[config.mk]
export PLATFORM = sky130hd
export DESIGN_NAME = sample_frame_serializer_top_flat
export DESIGN_NICKNAME = d
export VERILOG_FILES = /design/src/sv/sfs_pkg.sv /design/src/sv/sfs_if.sv /design/src/sv/sfs_frame_build.sv /design/src/sv/sfs_byte_ser.sv /design/src/sv/sample_frame_serializer_top.sv /design/src/flat_wrapper.sv
export SDC_FILE = /design/constraint.sdc
export NUM_CORES = 1
export LEC_CHECK = 0
export BUFFER_PORTS_ARGS = -buffer_cell sky130_fd_sc_hd__buf_2
export CAP_MARGIN = 20
export CORE_ASPECT_RATIO = 0.5
export CORE_MARGIN = 2
export CORE_UTILIZATION = 45
export CTS_CLUSTER_SIZE = 12
export DETAILED_ROUTE_END_ITERATION = 10
export SLEW_MARGIN = 0
export SYNTH_ARGS = -nofsm -noshare
export SYNTH_HDL_FRONTEND = slang
export SYNTH_SLANG_ARGS = --single-unit
[constraint.sdc]
create_clock -name clk -period 6.2 [get_ports clk]
set_input_delay 0.31 -clock clk [delete_from_list [all_inputs] [get_ports clk]]
set_output_delay 0.31 -clock clk [all_outputs]
set_load 0.02 [all_outputs]
[src/sv/sfs_pkg.sv]
// Shared types and constants for the sample frame serializer.
package sfs_pkg;

  localparam int unsigned WordW    = 32;
  localparam int unsigned ByteW    = 8;
  localparam int unsigned TagW     = 16;
  localparam int unsigned FrameLen = 17;
  localparam int unsigned CntW     = $clog2(FrameLen);

  localparam logic [ByteW-1:0]  HdrFirst  = 8'hAA;
  localparam logic [ByteW-1:0]  HdrSecond = 8'h55;
  localparam logic [CntW-1:0]   LastIdx   = CntW'(FrameLen - 1);

  // Byte positions inside a frame.
  localparam int unsigned PosWordX = 2;
  localparam int unsigned PosWordY = 6;
  localparam int unsigned PosWordZ = 10;
  localparam int unsigned PosTagHi = 14;
  localparam int unsigned PosTagLo = 15;
  localparam int unsigned PosSum   = 16;

  typedef logic [WordW-1:0] word_t;
  typedef logic [ByteW-1:0] byte_t;
  typedef logic [TagW-1:0]  tag_t;

  // Element 0 is sent first.
  typedef logic [FrameLen-1:0][ByteW-1:0] frame_t;

  typedef struct packed {
    logic valid;
  } hs_t;

endpackage

[src/sv/sfs_if.sv]
// Channel interfaces: sample input and byte output.
interface sfs_in_if;
  logic              valid;
  logic              ready;
  sfs_pkg::word_t    word_x;
  sfs_pkg::word_t    word_y;
  sfs_pkg::word_t    word_z;

  modport source (output valid, output word_x, output word_y, output word_z, input ready);
  modport sink   (input valid, input word_x, input word_y, input word_z, output ready);
endinterface

interface sfs_out_if;
  logic              valid;
  logic              ready;
  sfs_pkg::byte_t    out_byte;
  logic              frame_end;

  modport source (output valid, output out_byte, output frame_end, input ready);
  modport sink   (input valid, input out_byte, input frame_end, output ready);
endinterface

[src/sv/sfs_frame_build.sv]
// Input register, frame tag and frame assembly with checksum.
module sfs_frame_build (
  input  logic              clk,
  input  logic              rst_n,
  input  logic              in_valid,
  output logic              in_ready,
  input  sfs_pkg::word_t    in_word_x,
  input  sfs_pkg::word_t    in_word_y,
  input  sfs_pkg::word_t    in_word_z,
  output sfs_pkg::hs_t      frm_hs_o,
  input  logic              frm_ready,
  output sfs_pkg::frame_t   frame_o
);

  logic           valid_r;
  sfs_pkg::word_t wx_r, wy_r, wz_r;
  sfs_pkg::tag_t  tag_r;
  sfs_pkg::tag_t  tag_nxt;
  logic           take;

  sfs_pkg::byte_t p [7];
  sfs_pkg::byte_t q0, q1, q2, q3, r0, r1, sum;

  assign take     = valid_r && frm_ready;
  assign in_ready = !valid_r || frm_ready;
  assign tag_nxt  = tag_r + sfs_pkg::tag_t'(1);

  assign frm_hs_o.valid = valid_r;

  always_ff @(posedge clk) begin
    if (!rst_n) begin
      valid_r <= 1'b0;
      tag_r   <= '0;
    end else begin
      if (in_valid && in_ready) begin
        valid_r <= 1'b1;
      end else if (take) begin
        valid_r <= 1'b0;
      end
      // advance the tag as each frame leaves for the serializer
      if (take) begin
        tag_r <= tag_nxt;
      end
    end
  end

  always_ff @(posedge clk) begin
    if (in_valid && in_ready) begin
      wx_r <= in_word_x;
      wy_r <= in_word_y;
      wz_r <= in_word_z;
    end
  end

  always_comb begin
    frame_o = '0;
    frame_o[0] = sfs_pkg::HdrFirst;
    frame_o[1] = sfs_pkg::HdrSecond;
    for (int b = 0; b < 4; b++) begin
      frame_o[sfs_pkg::PosWordX + b] = wx_r[b*sfs_pkg::ByteW +: sfs_pkg::ByteW];
      frame_o[sfs_pkg::PosWordY + b] = wy_r[b*sfs_pkg::ByteW +: sfs_pkg::ByteW];
      frame_o[sfs_pkg::PosWordZ + b] = wz_r[b*sfs_pkg::ByteW +: sfs_pkg::ByteW];
    end
    frame_o[sfs_pkg::PosTagHi] = tag_nxt[sfs_pkg::TagW-1 -: sfs_pkg::ByteW];
    frame_o[sfs_pkg::PosTagLo] = tag_nxt[sfs_pkg::ByteW-1:0];

    // checksum over bytes 2..15 as an adder tree, wrapping at 8 bits
    for (int i = 0; i < 7; i++) begin
      p[i] = frame_o[2 + 2*i] + frame_o[3 + 2*i];
    end
    q0  = p[0] + p[1];
    q1  = p[2] + p[3];
    q2  = p[4] + p[5];
    q3  = p[6];
    r0  = q0 + q1;
    r1  = q2 + q3;
    sum = r0 + r1;
    frame_o[sfs_pkg::PosSum] = sum;
  end

endmodule

[src/sv/sfs_byte_ser.sv]
// Frame shift register that sends one byte per transfer.
module sfs_byte_ser (
  input  logic              clk,
  input  logic              rst_n,
  input  sfs_pkg::hs_t      frm_hs_i,
  output logic              frm_ready,
  input  sfs_pkg::frame_t   frame_i,
  output logic              out_valid,
  input  logic              out_ready,
  output sfs_pkg::byte_t    out_byte,
  output logic              out_frame_end
);

  logic                    valid_r;
  logic [sfs_pkg::CntW-1:0] cnt_r;
  sfs_pkg::frame_t         frame_r;
  logic                    last;
  logic                    fire;
  logic                    load;

  assign last      = (cnt_r == sfs_pkg::LastIdx);
  assign fire      = valid_r && out_ready;
  assign frm_ready = !valid_r || (fire && last);
  assign load      = frm_hs_i.valid && frm_ready;

  assign out_valid     = valid_r;
  assign out_byte      = frame_r[0];
  assign out_frame_end = last;

  always_ff @(posedge clk) begin
    if (!rst_n) begin
      valid_r <= 1'b0;
      cnt_r   <= '0;
    end else if (load) begin
      valid_r <= 1'b1;
      cnt_r   <= '0;
    end else if (fire) begin
      // drop out after the checksum byte unless a new frame loads
      valid_r <= !last;
      cnt_r   <= last ? '0 : cnt_r + sfs_pkg::CntW'(1);
    end
  end

  always_ff @(posedge clk) begin
    if (load) begin
      frame_r <= frame_i;
    end else if (fire) begin
      frame_r <= frame_r >> sfs_pkg::ByteW;
    end
  end

endmodule

[src/sv/sample_frame_serializer_top.sv]
// Top level of the sample frame serializer.
//
// in_ch carries one sample per transfer: word_x, word_y, word_z. out_ch
// carries the frame one byte per transfer: 0xAA, 0x55, the twelve word
// bytes (each word low byte first), tag high byte, tag low byte, then the
// checksum (8-bit sum of the word and tag bytes) with frame_end high.
// The tag steps by one before each frame, so the first frame carries 1.
//
// When the block is empty, a sample passes through the input register and then
// the output shift register before the first byte of its frame appears. Output
// runs at one byte per cycle while the receiver does not stall, set by the single
// byte lane of the output shift register. One sample waits in the input register
// while a frame is shifted out, and it loads in the cycle the checksum byte is
// taken, so frames run without gaps.
//
// Reset clears the tag to zero and empties both stages. When the receiver
// stalls, the current byte holds on out_ch, and in_ch stops accepting once
// the input register is full.
module sample_frame_serializer_top (
  input  logic       clk,
  input  logic       rst_n,
  sfs_in_if.sink     in_ch,
  sfs_out_if.source  out_ch
);

  sfs_pkg::hs_t    frm_hs;
  logic            frm_ready;
  sfs_pkg::frame_t frame;

  sfs_frame_build u_build (
    .clk       (clk),
    .rst_n     (rst_n),
    .in_valid  (in_ch.valid),
    .in_ready  (in_ch.ready),
    .in_word_x (in_ch.word_x),
    .in_word_y (in_ch.word_y),
    .in_word_z (in_ch.word_z),
    .frm_hs_o  (frm_hs),
    .frm_ready (frm_ready),
    .frame_o   (frame)
  );

  sfs_byte_ser u_ser (
    .clk           (clk),
    .rst_n         (rst_n),
    .frm_hs_i      (frm_hs),
    .frm_ready     (frm_ready),
    .frame_i       (frame),
    .out_valid     (out_ch.valid),
    .out_ready     (out_ch.ready),
    .out_byte      (out_ch.out_byte),
    .out_frame_end (out_ch.frame_end)
  );

endmodule

[src/flat_wrapper.sv]
// flat-port wrapper written by rule: the top's interface ports become plain ports
module sample_frame_serializer_top_flat 
  (clk, rst_n, in_ch_valid, in_ch_word_x, in_ch_word_y, in_ch_word_z, in_ch_ready, out_ch_valid, out_ch_out_byte, out_ch_frame_end, out_ch_ready);
  sfs_in_if in_ch_i ();
  sfs_out_if out_ch_i ();
  input  logic clk;
  input  logic rst_n;
  input wire logic [$bits(in_ch_i.valid)-1:0] in_ch_valid;
  input wire logic [$bits(in_ch_i.word_x)-1:0] in_ch_word_x;
  input wire logic [$bits(in_ch_i.word_y)-1:0] in_ch_word_y;
  input wire logic [$bits(in_ch_i.word_z)-1:0] in_ch_word_z;
  output wire logic [$bits(in_ch_i.ready)-1:0] in_ch_ready;
  output wire logic [$bits(out_ch_i.valid)-1:0] out_ch_valid;
  output wire logic [$bits(out_ch_i.out_byte)-1:0] out_ch_out_byte;
  output wire logic [$bits(out_ch_i.frame_end)-1:0] out_ch_frame_end;
  input wire logic [$bits(out_ch_i.ready)-1:0] out_ch_ready;
  assign in_ch_i.valid = in_ch_valid;
  assign in_ch_i.word_x = in_ch_word_x;
  assign in_ch_i.word_y = in_ch_word_y;
  assign in_ch_i.word_z = in_ch_word_z;
  assign in_ch_ready = in_ch_i.ready;
  assign out_ch_valid = out_ch_i.valid;
  assign out_ch_out_byte = out_ch_i.out_byte;
  assign out_ch_frame_end = out_ch_i.frame_end;
  assign out_ch_i.ready = out_ch_ready;
  sample_frame_serializer_top u_core (.clk(clk), .rst_n(rst_n), .in_ch(in_ch_i), .out_ch(out_ch_i));
endmodule
Word-level counts from Yosys, hierarchy flattened
Index checks and enable logic that the tools add are counted.
{ "word_totals": {"in_bits": 100, "elab_cells": 60, "register_bits": 255, "out_inout_bits": 11} }
{ "classes": {"n_eq_ne": 1, "n_mux": 7, "reduce_logical": 12, "bitwise": 1, "addsub": 15} }
{ "ops": {"columns": ["op", "count"], "rows": [
  ["2-to-1 mux 136 bit", 2],
  ["adder 8 bit", 13],
  ["adder 16 x 1 -> 16 bit, second input constant", 1],
  ["adder 5 x 1 -> 5 bit, second input constant", 1],
  ["== test 5 bit, second input constant", 1],
  ["2-to-1 mux 5 bit", 1],
  ["logical AND 1 bit", 4],
  ["2-to-1 mux 1 bit", 4],
  ["nonzero test 2 bit", 2],
  ["zero test 1 bit", 3],
  ["logical OR 1 bit", 2],
  ["OR reduction 2 bit", 1],
  ["NOT 1 bit", 1]
]} }

Longest topological paths before layout
{ "depth": {"ltp_word": 6, "mapped_depth": 20, "depth_no_buf": 20} }

Modules after synthesis
A second synthesis with hierarchy kept.
{ "hier_totals": {"cells_unflattened": 1105, "hier_area_um2": 13075.0} }
{ "by_module_without_submodules": {"columns": ["module", "cells_per_inst", "seq_area_each_um2", "area_per_inst_um2", "n_inst"], "rows": [
  ["sfs_byte_ser", 636, 4204.0, 6666.4, 1],
  ["sfs_frame_build", 469, 3223.1, 6408.6, 1]
]} }

Least setup slack after synthesis
Ideal clock, no wire load.
{ "synth_path": {"path_kind": "register to register", "from": "register u_core.u_build.wy_r[18]", "to": "register u_core.u_ser.frame_r[135] (netlist name) (data pin)", "setup_ns": 0.255, "period_less_slack_ns": 5.259, "t_arrival_ns": 5.004, "path_buffers": 0, "stages_incl_launch_ff": 19, "setup_slack_ns": 0.941, "required_time_ns": 5.945, "cell_sequence": "edfxtp_1 > fa_1 > inv_1 > fa_1 > inv_1 > fa_1 > fa_1 > inv_1 > fa_1 > fa_1 > inv_1 > fa_1 > a21o_1 > a21oi_1 > o21bai_1 > a21oi_1 > xnor2_1 > xnor2_1 > nor2_1"} }
{ "synth_between": {"elab_chain_cells": 5} }
{ "synth_lines": {"columns": ["element", "line", "text"], "rows": [
  ["start, declared", "sfs_frame_build.sv:16", "sfs_pkg::word_t wx_r, wy_r, wz_r;"],
  ["start signal, assigned", "sfs_frame_build.sv:50", "wy_r <= in_word_y;"],
  ["adder 8 bit", "sfs_frame_build.sv:69", "p[i] = frame_o[2 + 2*i] + frame_o[3 + 2*i];"],
  ["adder 8 bit", "sfs_frame_build.sv:72", "q1 = p[2] + p[3];"],
  ["adder 8 bit", "sfs_frame_build.sv:75", "r0 = q0 + q1;"],
  ["adder 8 bit", "sfs_frame_build.sv:77", "sum = r0 + r1;"],
  ["2-to-1 mux 136 bit", "sfs_byte_ser.sv:45", "if (load) begin"],
  ["end signal, assigned", "sfs_byte_ser.sv:46", "frame_r <= frame_i;"],
  ["end signal, assigned", "sfs_byte_ser.sv:48", "frame_r <= frame_r >> sfs_pkg::ByteW;"],
  ["end, declared", "sfs_byte_ser.sv:16", "sfs_pkg::frame_t frame_r;"]
]} }
Every way passes these cells.
A chain may end at the register's enable or synchronous reset.

Worst setup path after layout
{ "layout_path": {"from": "register u_core.u_build.wx_r[26]", "to": "register u_core.u_ser.frame_r[135] (netlist name) (data pin)"} }
{ "layout_between": {"elab_chain_cells": 5} }
{ "layout_lines": {"columns": ["element", "line", "text"], "rows": [
  ["start, declared", "sfs_frame_build.sv:16", null],
  ["start signal, assigned", "sfs_frame_build.sv:49", "wx_r <= in_word_x;"],
  ["adder 8 bit", "sfs_frame_build.sv:69", null],
  ["adder 8 bit", "sfs_frame_build.sv:71", "q0 = p[0] + p[1];"],
  ["adder 8 bit", "sfs_frame_build.sv:75", null],
  ["adder 8 bit", "sfs_frame_build.sv:77", null],
  ["2-to-1 mux 136 bit", "sfs_byte_ser.sv:45", null]
]} }
Every way passes these cells.

==> qor.yml <==
rsz0062_at_grt: "no"
path_class: "reg -> reg"
first_pass_iters: 5
die_area_um2: 28500
cp_top_family: "adder cells"
numCtsBuffers: 26
layout-drive-gt1-share_pct: 13.3
cts_setup_buffers: 0
cp_num_buf_inv: 4
wl_per_cell_um: 16.7
whs_ps: 28.4
routed_wl_mm: 26.1
arrival_ps: 5800
synth.area.top_cells: "edfxtp_1, fa_1, dfxtp_1, nand2_1, nand3_1"
crit_path_max_incr_delay_ps: 560
min_period_ps: 5520
syn_inst: 1010
fin_tns_setup_ps: 0
cp-start-kind: "flop"
min_period_over_period_pct: 89.0
grt_max_degree: 105
met3_usage_pct: 3.40
max_freq_mhz: 181
grt_pass1_vias: 7942
syn_area_um2: 12200
synth_top_area_share_pct: 53.1
via_per_inst: 4.92
dieWidth_um: 237
cts_tree: "built"
rows: 42
grt.met2_usage_pct: 30.6
grt_overflow: 0
cp_max_fo: 2
setup_viol: 0
synth.yosys.seq_area_share_pct: 59.5
grt_pass1_wl_mm: 42.6
place.gp.congestion: 0.815
hpwl_mm: 17.0
n_fill_cell: 2181
clock_path_buffers: 3
clockRootBuffer: "clkbuf_16"
cellLeakagePower_uw: 0.00604
antenna_found_initial: 0
end_kind: "flop"
power_density_nw_per_um2: 383
clock_latency_ps: 530
path_clk_slew_ps: 60
status: "finished clean"
tightest_slew_ps: 1000
crit_chain: "inv_1 -> fa_1 -> inv_1 -> fa_1 -> fa_1 -> fa_1 -> inv_1 -> fa_1 -> fa_1 -> inv_1 -> fa_1 -> a21o_1 -> a21oi_1 -> o21bai_1 -> a21oi_1 -> xnor2_1 -> xnor2_1 -> nor2_1"
gr-usage-all-layers_pct: 19.3
synth.distinct_cells: 35
drc: 0
ir_worst_vdd_uv: 326
preCtsSetupSlack_ps: 664
syn_area_per_cell_um2: 12.1
relSlewSlack_pct: 33.3
yosysTopAreaCell: "edfxtp_1"
met1_usage_pct: 28.2
start_util_pct: 46.0
cp.required_ps: 6480
cpMostUsedCell: "fa_1"
fin_skew_ps: 9.28
syn2layout_area_growth_pct: 21.2
synth_warnings: 0
drt_iter0_drc: 625
regArea_um2: 7270
busiest_layer: "met2"
slew_viol_final: 0
die_h_um: 120
cap_violations: 0
timing.reg2reg.setup_slack_ps: 680
ios: 111
cts.sink_count: 255
worst_slack_ps: 679
final_hold_viol_count: 0
vias: 7711
n_antenna_cell: 0
ant_nets: 0
cp_slowest_cell: "fa_1"
core_um2: 26500
synth_seq_cells: 255
min_path_type: "in -> reg"
port_buffers: 110
multi_input_area_um2: 4290
nets: 1385
htreeDepth: 1
syn-num-nets: 1201
-- cell usage in the layout (no fill, tap or decap), types with 2 or more instances in the layout --
cell type	synthesis	final
edfxtp_1	216	216
nand2_1	189	188
nand3_1	129	129
buf_2	25	110
inv_1	103	103
dlygate4sd3_1	0	96
fa_1	74	74
o21ai_0	45	45
xnor2_1	42	42
dfxtp_1	39	39
clkbuf_16	0	28
ha_1	17	17
nor2_1	16	16
xor2_1	15	15
clkbuf_1	24	15
a21oi_1	14	14
and2_1	13	11
nand4_1	7	7
buf_4	9	6
or3_1	5	5
a21boi_0	5	5
a21o_1	3	3
nor2b_1	4	3
clkbuf_8	0	3
and2_4	0	2
and4_1	2	2
nor3_1	2	2
clkinv_2	0	2
-- per-layer routing --
| layer | routed length (um) | vias up |
|---|---|---|
| li1 | - | 3738 |
| met1 | 12500 | 3795 |
| met2 | 12100 | 146 |
| met3 | 1120 | 32 |
| met4 | 405 | 0 |
| met5 | 0 | - |
-- worst reg2reg max path: cells and delay by family (launching register included) --
kind | cells | cell delay, ps
xor gates and xnor gates | 2 | 300
adders and majority gates | 7 | 3680
AOI/OAI and AO/OA | 4 | 670
and+or+nand+nor | 1 | 50
DFF | 1 | 330
buffers and inverters | 4 | 240
-- flip-flops by register name, summed over array words and instances (netlist names) --
| name | flops |
|---|---|
| u_core.u_build.frm_hs_o | 1 |
| u_core.u_build.tag_r | 16 |
| u_core.u_build.wx_r | 32 |
| u_core.u_build.wy_r | 32 |
| u_core.u_build.wz_r | 32 |
| u_core.u_ser.cnt_r | 5 |
| u_core.u_ser.frame_r | 128 |
| u_core.u_ser.out_byte | 8 |
| u_core.u_ser.out_valid | 1 |
-- timing repair --
action	in CTS	in global routing
endpoints found under the hold margin	96	0
resized for setup	0	0
hold buffers	96	0
-- kinds of logic after synthesis --
family                   after synthesis  share of synthesized area (%)
buffers and inverters                162                           5.51
adder cells (fa/ha/maj)               91                           13.9
XOR/XNOR                              57                           4.09
AND/OR/NAND/NOR                      373                           13.7
AO/OA/AOI/OAI                         72                           3.25
flip-flops                           255                           59.5
-- per-stage QoR --
stage | util [%] | instance area (um^2) | total power, uW | std cells
floorplan | - | 12200 | 3730 | 1010
CTS | 55.6 | 14700 | 5750 | 1564
global placement | 48.9 | 13000 | 4120 | 1420
detailed placement | 48.9 | 13000 | 4170 | 1420
finish | 55.8 | 14800 | 5670 | 1566
global route | 55.8 | 14800 | 6130 | 1566
-- layout make-up --
class | instances | share of cell area (%)
well taps | 352 | 2.98
inverters | 104 | 2.64
clock inverters | 2 | 0.0676
multi-input cells | 593 | 29.0
flip-flops and latches | 255 | 49.1
repair buffers | 214 | 10.8
clock buffers | 46 | 5.39
-- worst paths after layout --
check	startpoint	to	cells after the start
setup / recovery	u_core.u_build.wx_r[26]	u_core.u_ser.frame_r[135]	18
hold / removal	in_ch_valid	u_core.u_build.frm_hs_o	3
setup reg to reg	u_core.u_build.wx_r[26]	u_core.u_ser.frame_r[135]	18
hold reg to reg	u_core.u_ser.frame_r[12]	u_core.u_ser.out_byte[4]	2
-- cell usage after synthesis --
cell / number
a21boi_0: 5
a21boi_1: 1
a21boi_2: 1
a21o_1: 3
a21oi_1: 14
and2_1: 13
and4_1: 2
buf_2: 25
buf_4: 9
clkbuf_1: 24
dfxtp_1: 39
edfxtp_1: 216
fa_1: 74
ha_1: 17
inv_1: 103
inv_2: 1
nand2_1: 189
nand2_2: 1
nand2b_1: 1
nand2b_4: 1
nand3_1: 129
nand3_2: 1
nand4_1: 7
nor2_1: 16
nor2b_1: 4
nor3_1: 2
nor3_2: 1
o211ai_1: 1
o21a_1: 1
o21ai_0: 45
o21bai_1: 1
or2_1: 1
or3_1: 5
xnor2_1: 42
xor2_1: 15
-- report_power, final --
group	total (uW)	internal (uW)	switching, uW
clock network	1500	867	637
logic	2070	955	1120
registers	2090	2040	53.8
total	5670	3860	1810
Power figures use the tool's default switching activity.
